### src/rtl/core/hrht_pkg.sv
`timescale 1ns / 1ps

package hrht_pkg;

   // Widths fixed by the result and configuration formats.
   localparam int POS_W   = 12;
   localparam int HLEN_W  = 13;
   localparam int LIMIT_W = 13;
   localparam int KIND_W  = 3;

   localparam int MAX_HEADER_DEFAULT = 4096;
   localparam logic [LIMIT_W-1:0] LIMIT_RESET = 13'd4096;

   // Number of result slots one byte can fill.
   localparam int SLOTS = 3;

   localparam logic [7:0] CH_CR    = 8'h0D;
   localparam logic [7:0] CH_LF    = 8'h0A;
   localparam logic [7:0] CH_COLON = 8'h3A;
   localparam logic [7:0] CH_SPACE = 8'h20;

   typedef enum logic [1:0] {
      PH_REQ  = 2'd0,
      PH_HDR  = 2'd1,
      PH_DONE = 2'd2
   } phase_type;

   typedef enum logic [KIND_W-1:0] {
      EV_METHOD    = 3'd0,
      EV_URI       = 3'd1,
      EV_PROTOCOL  = 3'd2,
      EV_FIELD     = 3'd3,
      EV_COMPLETE  = 3'd4,
      EV_TOO_LARGE = 3'd5
   } event_type;

   typedef struct packed {
      event_type           kind;
      logic [POS_W-1:0]    name_start;
      logic [POS_W-1:0]    name_len;
      logic [POS_W-1:0]    value_start;
      logic [POS_W-1:0]    value_len;
      logic [HLEN_W-1:0]   header_length;
   } result_type;

   // Expected character at each position of the CR LF CR LF terminator.
   function automatic logic [7:0] term_char(input logic [1:0] idx);
      logic [7:0] ch;
      case (idx)
         2'd0: ch = CH_CR;
         2'd1: ch = CH_LF;
         2'd2: ch = CH_CR;
         2'd3: ch = CH_LF;
         default: ch = CH_CR;
      endcase
      return ch;
   endfunction

endpackage

### src/rtl/core/http_request_header_tokenizer_top.sv
`timescale 1ns / 1ps

// Channel   Direction  Handshake                tdata / tuser
// req_      in         req_tvalid/req_tready    tdata[7:0] data_byte, tuser[0] first
// rsp_      out        rsp_tvalid/rsp_tready    tdata name_start..header_length,
//                                               tuser event_kind, tlast last
// csr_      in         csr_wr_en (no wait)      csr_wr_data[12:0] header_limit
//
// A request is taken into an input register and scanned once the bundle is free; its zero
// to three results land in a result bundle register. A byte with at most one result
// moves at one per cycle while rsp_tready is high; one with three results holds the
// bundle until all three are taken. Reset is synchronous and active high; it clears
// the scan state and sets the header limit to 4096. A stalled result side holds the
// bundle and one more request in the input register before req_tready drops.

module http_request_header_tokenizer_top
   import hrht_pkg::*;
#(
   parameter int MAX_HEADER = MAX_HEADER_DEFAULT
) (
   input  logic                clock,
   input  logic                reset,
   input  logic                req_tvalid,
   output logic                req_tready,
   input  logic [7:0]          req_tdata,   // [7:0] data_byte
   input  logic [0:0]          req_tuser,   // [0] first
   output logic                rsp_tvalid,
   input  logic                rsp_tready,
   output logic [63:0]         rsp_tdata,   // [11:0] name_start, [23:12] name_len,
                                            // [35:24] value_start, [47:36] value_len,
                                            // [60:48] header_length, [63:61] zero
   output logic [KIND_W-1:0]   rsp_tuser,   // [2:0] event_kind
   output logic                rsp_tlast,
   input  logic                csr_wr_en,
   input  logic [LIMIT_W-1:0]  csr_wr_data
);

   // The byte offset must hold the full buffer size.
   localparam int OFFW = $clog2(MAX_HEADER + 1);
   localparam int CMPW = (OFFW > LIMIT_W) ? OFFW : LIMIT_W;

   // Configuration register.
   logic [LIMIT_W-1:0] header_limit_ff;

   // Input register.
   logic       in_valid_ff;
   logic [7:0] in_byte_ff;
   logic       in_first_ff;

   // Scan state.
   phase_type         phase_ff,     phase_in;
   logic [1:0]        tok_idx_ff,   tok_idx_in;
   logic [POS_W-1:0]  run_cnt_ff,   run_cnt_in;
   logic [7:0]        prev_char_ff, prev_char_in;
   logic              value_seen_ff, value_seen_in;
   logic [OFFW-1:0]   byte_ofs_ff,  byte_ofs_in;
   logic [1:0]        end_match_ff, end_match_in;
   logic [POS_W-1:0]  fld_start_ff [SLOTS];
   logic [POS_W-1:0]  fld_start_in [SLOTS];
   logic [POS_W-1:0]  fld_len_ff   [SLOTS];
   logic [POS_W-1:0]  fld_len_in   [SLOTS];

   // Result bundle.
   result_type        slot_ff [SLOTS];
   result_type        slot_in [SLOTS];
   logic [1:0]        out_cnt_ff, out_cnt_in;
   logic [1:0]        out_idx_ff, out_idx_in;
   logic [1:0]        res_cnt;

   logic              rsp_fire;
   logic              bundle_free;
   logic              take_item;
   logic [CMPW-1:0]   limit_eff;

   assign rsp_tvalid  = (out_cnt_ff != 2'd0);
   assign rsp_fire    = rsp_tvalid && rsp_tready;
   assign rsp_tlast   = (out_idx_ff == (out_cnt_ff - 2'd1));
   // The bundle can take new results when it is empty or its last result leaves now.
   assign bundle_free = (out_cnt_ff == 2'd0) || (rsp_fire && rsp_tlast);
   assign take_item   = in_valid_ff && bundle_free;
   assign req_tready  = !in_valid_ff || take_item;

   assign rsp_tuser = slot_ff[out_idx_ff].kind;
   assign rsp_tdata = {3'b000,
                       slot_ff[out_idx_ff].header_length,
                       slot_ff[out_idx_ff].value_len,
                       slot_ff[out_idx_ff].value_start,
                       slot_ff[out_idx_ff].name_len,
                       slot_ff[out_idx_ff].name_start};

   // A limit above the buffer size behaves as the buffer size.
   assign limit_eff = (CMPW'(header_limit_ff) > CMPW'(MAX_HEADER)) ?
                      CMPW'(MAX_HEADER) : CMPW'(header_limit_ff);

   always_ff @(posedge clock) begin
      if (reset) begin
         header_limit_ff <= LIMIT_RESET;
      end else if (csr_wr_en) begin
         header_limit_ff <= csr_wr_data;
      end
   end

   always_ff @(posedge clock) begin
      if (reset) begin
         in_valid_ff <= 1'b0;
      end else if (req_tready) begin
         in_valid_ff <= req_tvalid;
      end
   end

   always_ff @(posedge clock) begin
      if (req_tready && req_tvalid) begin
         in_byte_ff  <= req_tdata;
         in_first_ff <= req_tuser[0];
      end
   end

   // Scan of one byte: line tokenizing, terminator match, limit check.
   always_comb begin
      logic             ends;
      logic             matched;
      logic             active;
      logic [1:0]       ti;
      logic [1:0]       k;
      logic [OFFW-1:0]  pos;
      logic [CMPW-1:0]  count;
      result_type       cand [5];
      logic [4:0]       cand_vld;
      logic [7:0]       c;

      ends     = 1'b0;
      matched  = 1'b0;
      active   = 1'b0;
      ti       = 2'd0;
      k        = 2'd0;
      c        = in_byte_ff;
      cand_vld = '0;
      for (int i = 0; i < 5; i++) begin
         cand[i] = '0;
      end

      phase_in      = phase_ff;
      tok_idx_in    = tok_idx_ff;
      run_cnt_in    = run_cnt_ff;
      prev_char_in  = prev_char_ff;
      value_seen_in = value_seen_ff;
      byte_ofs_in   = byte_ofs_ff;
      end_match_in  = end_match_ff;
      for (int i = 0; i < SLOTS; i++) begin
         fld_start_in[i] = fld_start_ff[i];
         fld_len_in[i]   = fld_len_ff[i];
      end

      if (take_item && in_first_ff) begin
         phase_in      = PH_REQ;
         byte_ofs_in   = '0;
         end_match_in  = 2'd0;
         tok_idx_in    = 2'd0;
         run_cnt_in    = '0;
         prev_char_in  = 8'h00;
         value_seen_in = 1'b0;
         for (int i = 0; i < SLOTS; i++) begin
            fld_start_in[i] = '0;
            fld_len_in[i]   = '0;
         end
      end

      active = take_item && ((phase_in == PH_REQ) || (phase_in == PH_HDR));
      pos    = byte_ofs_in;
      count  = CMPW'(pos) + CMPW'(1);

      if (active) begin
         if (phase_in == PH_REQ) begin
            ti = (tok_idx_in > 2'd2) ? 2'd2 : tok_idx_in;
            case (c)
               CH_SPACE: begin
                  if (prev_char_in != CH_SPACE) begin
                     fld_len_in[ti] = run_cnt_in;
                     run_cnt_in     = '0;
                  end
               end
               CH_CR: begin
                  fld_len_in[ti] = run_cnt_in;
                  run_cnt_in     = '0;
               end
               CH_LF: begin
                  ends = (prev_char_in == CH_CR);
               end
               default: begin
                  if (prev_char_in == CH_SPACE) begin
                     // A fourth token closes the request line.
                     if (ti == 2'd2) begin
                        ends = 1'b1;
                     end else begin
                        ti               = ti + 2'd1;
                        fld_start_in[ti] = POS_W'(pos);
                        run_cnt_in       = POS_W'(1);
                     end
                  end else begin
                     run_cnt_in = run_cnt_in + POS_W'(1);
                  end
               end
            endcase
            tok_idx_in = ti;
            if (ends) begin
               cand[0] = '{kind: EV_METHOD, name_start: '0, name_len: '0,
                           value_start: fld_start_in[0], value_len: fld_len_in[0],
                           header_length: '0};
               cand[1] = '{kind: EV_URI, name_start: '0, name_len: '0,
                           value_start: fld_start_in[1], value_len: fld_len_in[1],
                           header_length: '0};
               cand[2] = '{kind: EV_PROTOCOL, name_start: '0, name_len: '0,
                           value_start: fld_start_in[2], value_len: fld_len_in[2],
                           header_length: '0};
               cand_vld[0] = (fld_len_in[0] != '0);
               cand_vld[1] = (fld_len_in[1] != '0);
               cand_vld[2] = (fld_len_in[2] != '0);
               phase_in    = PH_HDR;
            end
         end else begin
            case (c)
               CH_SPACE: begin
                  if ((prev_char_in != CH_COLON) && (tok_idx_in != 2'd0)) begin
                     run_cnt_in = run_cnt_in + POS_W'(1);
                  end
               end
               CH_COLON: begin
                  if (tok_idx_in == 2'd0) begin
                     fld_len_in[0] = run_cnt_in;
                     run_cnt_in    = '0;
                     tok_idx_in    = 2'd1;
                  end else begin
                     run_cnt_in = run_cnt_in + POS_W'(1);
                  end
               end
               CH_CR: begin
                  if (tok_idx_in != 2'd0) begin
                     fld_len_in[1] = run_cnt_in;
                  end
               end
               CH_LF: begin
                  ends = (prev_char_in == CH_CR);
               end
               default: begin
                  // The value opens only on a non-space byte after a space.
                  if (!value_seen_in && (tok_idx_in != 2'd0) &&
                      (prev_char_in == CH_SPACE)) begin
                     fld_start_in[1] = POS_W'(pos);
                     value_seen_in   = 1'b1;
                     run_cnt_in      = POS_W'(1);
                  end else begin
                     run_cnt_in = run_cnt_in + POS_W'(1);
                  end
               end
            endcase
            if (ends) begin
               cand[3] = '{kind: EV_FIELD, name_start: fld_start_in[0],
                           name_len: fld_len_in[0], value_start: fld_start_in[1],
                           value_len: fld_len_in[1], header_length: '0};
               cand_vld[3] = (fld_len_in[0] != '0) && value_seen_in &&
                             (fld_len_in[1] != '0);
            end
         end

         if (ends) begin
            // Start of the next line.
            tok_idx_in    = 2'd0;
            run_cnt_in    = '0;
            prev_char_in  = 8'h00;
            value_seen_in = 1'b0;
            fld_start_in[0] = POS_W'(count);
            fld_start_in[1] = '0;
            fld_start_in[2] = '0;
            fld_len_in[0]   = '0;
            fld_len_in[1]   = '0;
            fld_len_in[2]   = '0;
         end else begin
            prev_char_in = c;
         end

         byte_ofs_in = OFFW'(count);

         k = end_match_in;
         if (c == term_char(k)) begin
            if (k == 2'd3) begin
               matched = 1'b1;
            end else begin
               k = k + 2'd1;
            end
         end else begin
            k = (c == CH_CR) ? 2'd1 : 2'd0;
         end
         end_match_in = k;

         if (matched && (count < limit_eff)) begin
            cand[4] = '{kind: EV_COMPLETE, name_start: '0, name_len: '0,
                        value_start: '0, value_len: '0,
                        header_length: HLEN_W'(count)};
            cand_vld[4] = 1'b1;
            phase_in    = PH_DONE;
         end else if (count >= limit_eff) begin
            phase_in = PH_DONE;
         end
      end

      // Pack the candidates into the bundle in order.
      res_cnt = 2'd0;
      for (int i = 0; i < SLOTS; i++) begin
         slot_in[i] = '0;
      end
      for (int i = 0; i < 5; i++) begin
         if (cand_vld[i] && (res_cnt != 2'd3)) begin
            slot_in[res_cnt] = cand[i];
            res_cnt          = res_cnt + 2'd1;
         end
      end
      // Reaching the limit replaces every other result of this byte.
      if (active && !(matched && (count < limit_eff)) && (count >= limit_eff)) begin
         slot_in[0] = '{kind: EV_TOO_LARGE, name_start: '0, name_len: '0,
                        value_start: '0, value_len: '0, header_length: '0};
         res_cnt    = 2'd1;
      end
   end

   always_ff @(posedge clock) begin
      if (reset) begin
         phase_ff      <= PH_REQ;
         tok_idx_ff    <= 2'd0;
         run_cnt_ff    <= '0;
         prev_char_ff  <= 8'h00;
         value_seen_ff <= 1'b0;
         byte_ofs_ff   <= '0;
         end_match_ff  <= 2'd0;
         for (int i = 0; i < SLOTS; i++) begin
            fld_start_ff[i] <= '0;
            fld_len_ff[i]   <= '0;
         end
      end else begin
         phase_ff      <= phase_in;
         tok_idx_ff    <= tok_idx_in;
         run_cnt_ff    <= run_cnt_in;
         prev_char_ff  <= prev_char_in;
         value_seen_ff <= value_seen_in;
         byte_ofs_ff   <= byte_ofs_in;
         end_match_ff  <= end_match_in;
         for (int i = 0; i < SLOTS; i++) begin
            fld_start_ff[i] <= fld_start_in[i];
            fld_len_ff[i]   <= fld_len_in[i];
         end
      end
   end

   // Bundle count and read index.
   always_comb begin
      out_cnt_in = out_cnt_ff;
      out_idx_in = out_idx_ff;
      if (take_item) begin
         out_cnt_in = res_cnt;
         out_idx_in = 2'd0;
      end else if (rsp_fire) begin
         if (rsp_tlast) begin
            out_cnt_in = 2'd0;
            out_idx_in = 2'd0;
         end else begin
            out_idx_in = out_idx_ff + 2'd1;
         end
      end
   end

   always_ff @(posedge clock) begin
      if (reset) begin
         out_cnt_ff <= 2'd0;
         out_idx_ff <= 2'd0;
      end else begin
         out_cnt_ff <= out_cnt_in;
         out_idx_ff <= out_idx_in;
      end
   end

   always_ff @(posedge clock) begin
      if (take_item) begin
         for (int i = 0; i < SLOTS; i++) begin
            slot_ff[i] <= slot_in[i];
         end
      end
   end

`ifndef SYNTHESIS
   // The read index never passes the number of results held.
   assert property (@(posedge clock) disable iff (reset)
      (out_cnt_ff != 2'd0) |-> (out_idx_ff < out_cnt_ff))
      else $error("result index beyond bundle count");

   // Too-large is always the only result of its byte.
   assert property (@(posedge clock) disable iff (reset)
      (rsp_tvalid && (rsp_tuser == EV_TOO_LARGE)) |-> (rsp_tlast && (out_idx_ff == 2'd0)))
      else $error("too-large result shares its byte with other results");

   // A completion or too-large result leaves the scanner finished.
   assert property (@(posedge clock) disable iff (reset)
      (rsp_tvalid && ((rsp_tuser == EV_COMPLETE) || (rsp_tuser == EV_TOO_LARGE)))
      |-> (phase_ff == PH_DONE))
      else $error("scan not finished after final result");

   // The byte offset never exceeds the buffer size.
   assert property (@(posedge clock) disable iff (reset)
      (CMPW'(byte_ofs_ff) <= CMPW'(MAX_HEADER)))
      else $error("byte offset beyond buffer size");
`endif

endmodule
### config.mk
export PLATFORM = sky130hd
export DESIGN_NAME = http_request_header_tokenizer_top
export DESIGN_NICKNAME = d
export VERILOG_FILES = /design/src/rtl/core/hrht_pkg.sv /design/src/rtl/core/http_request_header_tokenizer_top.sv
export SDC_FILE = /design/constraint.sdc
export NUM_CORES = 1
export LEC_CHECK = 0
export ABC_AREA = 1
export BUFFER_PORTS_ARGS = -buffer_cell sky130_fd_sc_hd__buf_2
export CAP_MARGIN = 25
export CORE_UTILIZATION = 25
export CTS_CLUSTER_DIAMETER = 30
export DETAILED_ROUTE_END_ITERATION = 12
export GPL_ROUTABILITY_DRIVEN = 0
export GPL_TIMING_DRIVEN = 0
export PLACE_DENSITY = 0.42
export SETUP_SLACK_MARGIN = 0.1
export SYNTH_ARGS = -nofsm -noshare
export SYNTH_HDL_FRONTEND = slang
export SYNTH_SLANG_ARGS = --single-unit
export TNS_END_PERCENT = 50
### constraint.sdc
create_clock -name clock -period 9.1 [get_ports clock]
set_clock_uncertainty 0.15 [all_clocks]
set_input_delay 1.82 -clock clock [delete_from_list [all_inputs] [get_ports clock]]
set_output_delay 1.82 -clock clock [all_outputs]
set_load 0.005 [all_outputs]
# ---- After elaboration in Yosys (flattened, before gate mapping)
# Memory sizes are Yosys's and may differ from the RTL's. A register that Yosys moved wholly into a read port is not among the register bits.
# Cells that the tools add are included.
dict set report totals {
  ff_bits 67
  ramBits 264
  in_bits 27
  output_inout_bits 70
  elab_cells 275
  memories 3
}
dict set report classes {
  add_sub_neg 10
  order_cmp 16
  eq_ne 19
  mux 150
  bitwise_logic 12
  n_reduce_logical 52
}
# memory words width rd rd_ports_with_merged_regs wr line
set memory_table {}
lappend memory_table {slot_ff 3 64 1 1 3 http_request_header_tokenizer_top.sv:64} ;# result_type slot_ff [SLOTS];
lappend memory_table {fld_len_ff 3 12 3 0 3 http_request_header_tokenizer_top.sv:60} ;# logic [POS_W-1:0] fld_len_ff [SLOTS];
lappend memory_table {fld_start_ff 3 12 3 0 3 http_request_header_tokenizer_top.sv:58} ;# logic [POS_W-1:0] fld_start_ff [SLOTS];
# cell n
set ops {}
lappend ops {{$bwmux W192} 4}
lappend ops {{$mux W192} 4}
lappend ops {{$demux W64 S2} 4}
lappend ops {{$mux W64} 7}
lappend ops {{$mux W36} 12}
lappend ops {{$mux W12} 32}
lappend ops {{$mux W165} 2}
lappend ops {{$mux W293} 1}
lappend ops {{$mux W63} 2}
lappend ops {{$bwmux W36} 2}
lappend ops {{$pmux W12 S3} 2}
lappend ops {{$pmux W36 S2} 1}
lappend ops {{$mux W2} 31}
lappend ops {{$reduce_bool A12 Y1} 5}
lappend ops {{$demux W12 S2} 2}
lappend ops {{$mux W13} 3}
lappend ops {{$mux W8} 4}
lappend ops {{$mux W1} 31}
lappend ops {{$logic_and A1 B1 Y1} 25}
lappend ops {{$eq A8 B4 Y1 const B} 3}
lappend ops {{$eq A8 B6 Y1 const B} 3}
lappend ops {{$mux W24} 1}
lappend ops {{$ge A3 B3 Y1 const B} 6}
lappend ops {{$lt A3 B1 Y1 const B} 6}
lappend ops {{28 further kinds} 66}

# ---- Logic depth before layout (Yosys ltp)
# Gate-level depths: netlist of run 1.
dict set report depth {
  word_depth 41
  depth_mapped 47
  depth_no_buf 45
}

# ---- Worst setup path before layout of run 1
# No wires, ideal clock.
dict set report synth_timing {
  path_kind {input -> register}
  start {input rsp_tready}
  end {memory slot_ff[2][34] (netlist name) (data pin)}
  setup_time_ns 0.266
  arrival_ns 6.557
  setup_slack_ns 2.127
  stages 39
  n_path_buf 2
  cell_sequence {inv_1 > nor2_1 > nand3_2 > nand2_2 > nand3_4 > nand2_1 > nand2_2 > nor2_8 > nand3_4 > nand2_2 > inv_2 > nand2_2 > buf_4 > o21ai_0 > nor3_2 > nand2_2 > nand2_1 > inv_1 > (+3 left out) > nor2_4 > nand2_1 > nand2_1 > inv_1 > ha_1 > nor2_1 > nand2_1 > inv_1 > nand3_1 > nand3b_1 > nand2_1 > inv_1 > ha_1 > nor2_4 > nand2_1 > nand4_1 > buf_2 > o22ai_2}
}
# item line
set synth_lines {}
lappend synth_lines {{start: declaration} http_request_header_tokenizer_top.sv:28} ;# input logic rsp_tready,
lappend synth_lines {{end: declaration} http_request_header_tokenizer_top.sv:64}

==> out/summary.txt, run 1 <==
====================================================================================
Reg2Reg Setup Slack                                                          1.38 ns
Slowest cell on crit path                                               sky130_fd_sc_hd__o21ai_1
Setup-violating endpoint count in the final report                                 0
Arrival @ worst endpoint                                                     8.67 ns
Crit path required time                                                      9.40 ns
Horizontal die dimension                                                    281.5 um
Number of CTS-inserted buffers                                                    99
Synth area leaders                                                      sky130_fd_sc_hd__edfxtp_1, sky130_fd_sc_hd__dfxtp_1, sky130_fd_sc_hd__nand2_1
First-pass iteration count of the detailed router                                  6
Post-synth EDFFs                                                                 201
Relative contribution of combinational cells to total power                     5.8%
Lkg Pwr                                                                     10.58 nW
Clk pin slew, worst setup/hold paths                                         0.04 ns
Share of flip-flops with an asynchronous set or reset after synthesis             0%
Initial antenna violation count                                                    1
Routed length per placed instance                                           20.75 um
Placement Rows                                                                   102
Quantity of I/O buffers inserted on ports                                         93
Clock tree root buffer cell                                             sky130_fd_sc_hd__clkbuf_16
Buffering stage count on the worst path with inverters included                   11
Sequential group share of total power                                          29.6%
Number of max-slew violations in the final report                                  0
Number of cells on the worst hold path                                             2
Crit-path max cell delay                                                     0.49 ns
Critical Path Sink Type                                                         flop
Instance count of the mapped netlist                                           2,604
RSZ-0062 raised after global routing                                           false
Post-route DRC violation count                                                     0
Number of unique standard cell types used by synthesis                            53
Yosys synthesis warning count                                                      0
Post-place instance area                                                  21,340 um2
Prevailing post-synth register cell                                     sky130_fd_sc_hd__edfxtp_1
Clk network pwr share                                                          64.6%
Placeable Area                                                            77,340 um2
Peak VDD IR                                                                 122.3 uV
Clock Path Buffers                                                                 3
Worst-margin pin slew                                                      0.9679 ns
GRT overflow                                                                       0
Number of global-route vias before repair                                     18,780
Worst-skew pair later-pin latency                                            0.66 ns
Startpoint kind of the worst setup timing path                          primary input
R2R Path End                                                            slot_ff[0][36]
Number of synthesized register bits                                              333
IO Pins                                                                           97
DR iter-0 viols                                                                1,964
Area grow syn2layout                                                          27.59%
Die Footprint                                                             79,220 um2
H-tree depth                                                                       3
Post-CTS setup buffers                                                             0
Sink Count                                                                       333
Areal power density over the cells                                      226.2 nW/um2
Internal power consumption                                                  4.288 mW
Switching portion of total power                                              23.91%
Wire length of the first global-routing pass                                120.1 mm
Vias post-DR                                                                  19,750
Final #Nets                                                                    2,856
DRT antenna net count                                                              0
Post-CTS Hold Fix Bufs                                                             0
Final Hold Vio Count                                                               0
Combined global-route utilization of all metal layers                         20.27%
Clock tree from TritonCTS                                                        yes
Final-layout setup total negative slack                                         0 ns
HP Class                                                                  reg -> reg
Hold wc startpoint                                                      fld_start_ff[0][35]
Maximum Capacitance Violations                                                     0
Post-synthesis sequential area ratio                                          44.45%
Tcrit/Tclk final                                                              91.99%
Wire length after detailed routing                                          81.54 mm
Slew headroom                                                                 35.47%
Largest area contributor in the synthesized netlist                     sky130_fd_sc_hd__edfxtp_1
Die Height                                                                  281.5 um
Largest net degree at the start of global routing                                110
Result of the run                                                       finished, final reports clean
R2r startpoint                                                          out_cnt_ff[0]
Max FO, Critical Path                                                             10
Starting density of the core                                                  25.25%
Net switching component of the power                                        1.348 mW
Post-cts repair resize count                                                       0
Critical Setup Path Class                                                  in -> reg
Combined area of all synthesized cells                                    19,520 um2
Post-Synthesis Mean Instance Area                                          7.498 um2
Minimum clock period                                                        8.371 ns
Top delay family on crit path                                           simple AND/OR/NAND/NOR gates
Area fraction of the dominant cell type after synthesis                       30.91%
Post-route cell area                                                      24,910 um2
Post-DR vias/cell                                                              5.028
Depth of the most critical reg-to-reg path                                        42
DP Wirelength                                                               61.31 mm
Antenna fix cells                                                                  0
Fraction of final layout cells with drive strength greater than 1             13.78%
Fmax achieved                                                              119.5 MHz
Sink of the worst hold path                                             fld_start_ff[0][35]
====================================================================================
==> tightest hold or removal path, delay by kind of cell, from the launching register on <==
family / cells / cell delay, ns
and+or+nand+nor: 1 / 0.07
DFF: 1 / 0.30
AOI/OAI and AO/OA: 1 / 0.06
==> cells in the final DEF (no fill, tap or decap), types with 48 or more instances in the layout <==
master	n
sky130_fd_sc_hd__a21oi_1	333
sky130_fd_sc_hd__buf_2	130
sky130_fd_sc_hd__clkbuf_1	107
sky130_fd_sc_hd__clkbuf_16	100
sky130_fd_sc_hd__dfxtp_1	132
sky130_fd_sc_hd__edfxtp_1	201
sky130_fd_sc_hd__inv_1	259
sky130_fd_sc_hd__nand2_1	574
sky130_fd_sc_hd__nand3_1	91
sky130_fd_sc_hd__nand4_1	52
sky130_fd_sc_hd__nor2_1	286
sky130_fd_sc_hd__nor3_1	48
sky130_fd_sc_hd__o21ai_0	155
==> routing by layer <==
| metal | vias up | global-route usage [%] | wire [um] | share of wire [%] |
|---|---|---|---|---|
| met5 | - | 0 | 12 | 0.015 |
| met4 | 2 | 7.023 | 2495 | 3.1 |
| met3 | 174 | 3.257 | 5411 | 6.6 |
| met2 | 817 | 32.56 | 37380 | 46 |
| met1 | 9532 | 27.44 | 36240 | 44 |
| li1 | 9229 | - | - | - |
==> cells in the mapped netlist, drive strengths merged, types with 2 or more instances <==
master and instances:
a211oi 14, a21oi 334, a221oi 4, a22oi 21, a31oi 8, a32oi 11
and2 2, buf 71, clkbuf 97, clkinv 2, dfxtp 132, edfxtp 201
ha 27, inv 280, nand2 588, nand3 95, nand4 53, nor2 299
nor3 51, nor4 17, o2111ai 4, o211ai 21, o21a 2, o21ai 190
o21bai 12, o221ai 4, o22ai 28, o31ai 4, o32ai 4, or2 8
xor2 14
==> layout make-up <==
cell class | instances | area, um2
buffer | 168 | 758.2
clock buffer | 116 | 2623
clock inverter | 72 | 950.9
fill | 8375 | 52430
inverter | 282 | 1066
multi-input combinational | 1823 | 9037
sequential | 333 | 8678
tap | 1040 | 1301
timing repair buffer | 95 | 498.0
==> how the worst max path moves through the flow <==
stage | startpoint | end | depth (start not counted)
6_report | rsp_tready | slot_ff[0][36] | 40
5_1_grt | rsp_tready | slot_ff[0][36] | 42
4_1_cts | rsp_tready | slot_ff[0][36] | 42
3_5_place_dp | rsp_tready | slot_ff[0][36] | 42
3_3_place_gp | rsp_tready | slot_ff[1][58] | 42
2_1_floorplan | rsp_tready | slot_ff[2][34] | 39
==> cells by family (layout without fill, tap and decap cells) <==
group | count (synthesis) | count (layout) | share of synthesized area [%]
fa+ha+maj | 27 | 27 | 1.730
flops | 333 | 333 | 44.45
buf+inv | 450 | 733 | 9.305
simple gates | 1115 | 1115 | 24.39
other cells | 1 | 3 | 0.01921
xor+xnor | 14 | 14 | 0.6280
compound gates | 664 | 664 | 19.48
==> registers in the layout (all words and copies together), names as in the netlist, named ones only <==
signal           count
value_seen_ff        1
slot_ff            192
out_idx_ff           2
header_limit_ff     13
in_valid_ff          1
byte_ofs_ff         13
in_first_ff          1
out_cnt_ff           2
prev_char_ff         8
fld_len_ff          36
in_byte_ff           8
fld_start_ff        36
tok_idx_ff           2
end_match_ff         2
phase_ff             2
run_cnt_ff          12
==> power groups by stage <==
| stage | Combinational, mW | Sequential, mW | Clock [mW] |
|---|---|---|---|
| final | 0.329 | 1.67 | 3.64 |
| after global routing | 0.359 | 1.67 | 3.77 |
| after CTS | 0.328 | 1.67 | 3.68 |
| after detailed placement | 0.326 | 1.69 | 0 |
| after global placement | 0.322 | 1.70 | 0 |
| after floorplan | 0.196 | 1.69 | 0 |
==> stage by stage <==
stage,cells,setup WS [ns],hold WS [ns],power (mW),util [%]
finish,3929,0.7292,0.3318,5.635,32.21
global route,3929,0.2373,0.3469,5.801,32.21
CTS,3929,0.8266,0.3315,5.673,32.21
detailed placement,3741,0.1318,0.3256,2.018,27.59
global placement,3739,0.2133,0.3192,2.023,27.54
floorplan,2606,2.127,0.2991,1.890,-
Note: power is estimated with default switching activity, not from simulation.
==> inputs of run 2 (changes only) <==
Settings changed: ABC_AREA 1 to 0.
==> out/summary.txt, run 2 <==
====================================================================================
Result of the run                                                       finished, final reports clean
DRT antenna net count                                                              0
Most common cell in the netlist                                         sky130_fd_sc_hd__nor2_1
Max FO, Critical Path                                                             10
First-pass iteration count of the detailed router                                  7
Clock tree root buffer cell                                             sky130_fd_sc_hd__clkbuf_16
RSZ-0062 raised after global routing                                           false
Initial antenna violation count                                                    0
DP Wirelength                                                               53.77 mm
Number of gates on the worst path with buffers counted                            28
Critical Setup Path Class                                                  in -> reg
Number of CTS-inserted buffers                                                    87
Placement Rows                                                                    99
Die Height                                                                  273.1 um
Depth of the most critical reg-to-reg path                                        29
Clock Path Buffers                                                                 3
Placeable Area                                                            72,830 um2
Worst-skew pair later-pin latency                                            0.65 ns
Number of max-slew violations in the final report                                  0
DR iter-0 viols                                                                1,761
Peak VDD IR                                                                 136.7 uV
Slowest cell on crit path                                               sky130_fd_sc_hd__a2111oi_4
Clock tree from TritonCTS                                                        yes
Combined area of all synthesized cells                                    18,380 um2
Fraction of final layout cells with drive strength greater than 1             15.14%
Post-DR vias/cell                                                              5.238
Number of synthesized register bits                                              333
Areal power density over the cells                                      224.4 nW/um2
Most frequent cells after synthesis                                     sky130_fd_sc_hd__nor2_1, sky130_fd_sc_hd__nand2_1, sky130_fd_sc_hd__edfxtp_1
Lkg Pwr                                                                     8.118 nW
Post-route cell area                                                      23,530 um2
Largest area contributor in the synthesized netlist                     sky130_fd_sc_hd__edfxtp_1
Instance count of the mapped netlist                                           2,023
Routed length per placed instance                                           22.41 um
Combined global-route utilization of all metal layers                         19.24%
Final Hold Vio Count                                                               0
Fmax achieved                                                              115.9 MHz
Wire length of the first global-routing pass                                107.4 mm
Sink Count                                                                       333
Worst-margin pin slew                                                      0.9806 ns
Slew headroom                                                                 34.19%
Worst setup slack before clock tree synthesis                              -2.330 ns
Yosys synthesis warning count                                                      0
Final #Nets                                                                    2,265
R2R Path End                                                            slot_ff[2][23]
Post-route DRC violation count                                                     0
Final-layout setup total negative slack                                         0 ns
Regs by FF count                                                        slot_ff: 192 flops, fld_len_ff: 36 flops, fld_start_ff: 36 flops
Largest net degree at the start of global routing                                138
Critical path destination                                               slot_ff[2][23]
Prevailing post-synth register cell                                     sky130_fd_sc_hd__edfxtp_1
HP Class                                                                  reg -> reg
R2r startpoint                                                          out_cnt_ff[0]
Post-synth EDFFs                                                                 201
Critical Path Sink Type                                                         flop
Post-place instance area                                                  20,100 um2
Maximum Capacitance Violations                                                     0
Share of flip-flops with an asynchronous set or reset after synthesis             0%
Minimum clock period                                                        8.626 ns
Buffering stage count on the worst path with inverters included                    9
GRT overflow                                                                       0
Die Footprint                                                             74,590 um2
Vias post-DR                                                                  16,990
Starting density of the core                                                  25.23%
Crit path required time                                                      9.32 ns
Arrival @ worst endpoint                                                     8.85 ns
Horizontal die dimension                                                    273.1 um
Number of unique standard cell types used by synthesis                            83
H-tree depth                                                                       3
Reg2Reg Setup Slack                                                          0.69 ns
Post-Synthesis Mean Instance Area                                          9.083 um2
Crit path setup slack, layout                                              0.4744 ns
Startpoint kind of the worst setup timing path                          primary input
Setup-violating endpoint count in the final report                                 0
Area fraction of the dominant cell type after synthesis                       32.85%
Antenna fix cells                                                                  0
Tcrit/Tclk final                                                              94.79%
Clk pin slew, worst setup/hold paths                                         0.04 ns
Most common cell after layout, fill and taps aside                      sky130_fd_sc_hd__nor2_1
Synth area leaders                                                      sky130_fd_sc_hd__edfxtp_1, sky130_fd_sc_hd__dfxtp_1, sky130_fd_sc_hd__nor2_1
Max FFs per register                                                             192
Largest register by flop count                                               slot_ff
Power after layout                                                          5.279 mW
Crit-path max cell delay                                                     0.73 ns
Area grow syn2layout                                                          28.03%
Post-layout utilization of the core                                           32.30%
IO Pins                                                                           97
Most frequent cells in the layout                                       sky130_fd_sc_hd__nor2_1, sky130_fd_sc_hd__nand2_1, sky130_fd_sc_hd__edfxtp_1
Post-synthesis sequential area ratio                                          47.23%
Number of global-route vias before repair                                     16,770
Top delay family on crit path                                           compound AO/OA/AOI/OAI gates
Wire length after detailed routing                                          72.70 mm
Worst Setup SP                                                            rsp_tready
Quantity of I/O buffers inserted on ports                                         91
====================================================================================
[run 2: worst register-to-register path, delay by kind of cell, from the launching register on]
| family | cells | cell delay [ns] |
|---|---|---|
| DFF | 1 | 0.34 |
| xor gates and xnor gates | 1 | 0.34 |
| AOI/OAI and AO/OA | 7 | 2.39 |
| muxes | 1 | 0.33 |
| buffers and inverters | 8 | 1.62 |
| and+or+nand+nor | 8 | 1.94 |
| adders and majority gates | 4 | 1.03 |
[run 2: where the power goes]
part	switching (mW)	internal (mW)	total, mW
combinational	0.144	0.0537	0.197
clock	1.03	2.39	3.42
sequential	0.0179	1.64	1.66
[run 2: layout make-up]
class	instances	area, um2
multi-input combinational	1494	8985
tap	959	1200
buffer	161	650.6
inverter	37	157.7
sequential	333	8678
clock buffer	104	2335
clock inverter	59	992.2
fill	7590	49310
timing repair buffer	97	528.0
[run 2: metrics by stage]
stage	std cells	hold slack, ns
4_1_cts	3244	0.3111
5_1_grt	3244	0.3394
2_1_floorplan	2025	0.2904
6_report	3244	0.3103
3_5_place_dp	3078	0.3083
3_3_place_gp	3075	0.3075
[run 2: worst min-delay path by stage]
stage,start,endpoint,cells after the start
after global routing,prev_char_ff[6],prev_char_ff[6],2
after floorplan,prev_char_ff[0],prev_char_ff[0],2
after detailed placement,prev_char_ff[5],prev_char_ff[5],2
after global placement,prev_char_ff[0],prev_char_ff[0],2
final,prev_char_ff[5],prev_char_ff[5],2
after CTS,prev_char_ff[5],prev_char_ff[5],2
[run 2: logic make-up (layout without fill, tap and decap cells)]
logic type / Yosys count / count (layout) / synth area share [%]
adders and majority gates: 27 / 27 / 1.838
DFF: 333 / 333 / 47.23
buffers and inverters: 198 / 458 / 4.283
AOI/OAI and AO/OA: 508 / 508 / 18.40
xor gates and xnor gates: 28 / 28 / 1.335
muxes: 134 / 134 / 7.470
other: 1 / 3 / 0.02041
and+or+nand+nor: 794 / 794 / 19.43
[run 2: per-layer routing]
metal  part of all wire, %  global-route usage, %
met1                    44                  25.66
met2                    45                  30.23
met3                   7.8                  3.752
met4                   3.4                  8.042
met5                     0                      0
[run 2: what timing repair did]
action	4_1_cts	5_1_grt
setup buffers	3	0
gates resized for setup	9	8
setup endpoints to repair	165	85
hold buffers	0	0
pin swaps	2	1
hold endpoints to repair	0	0
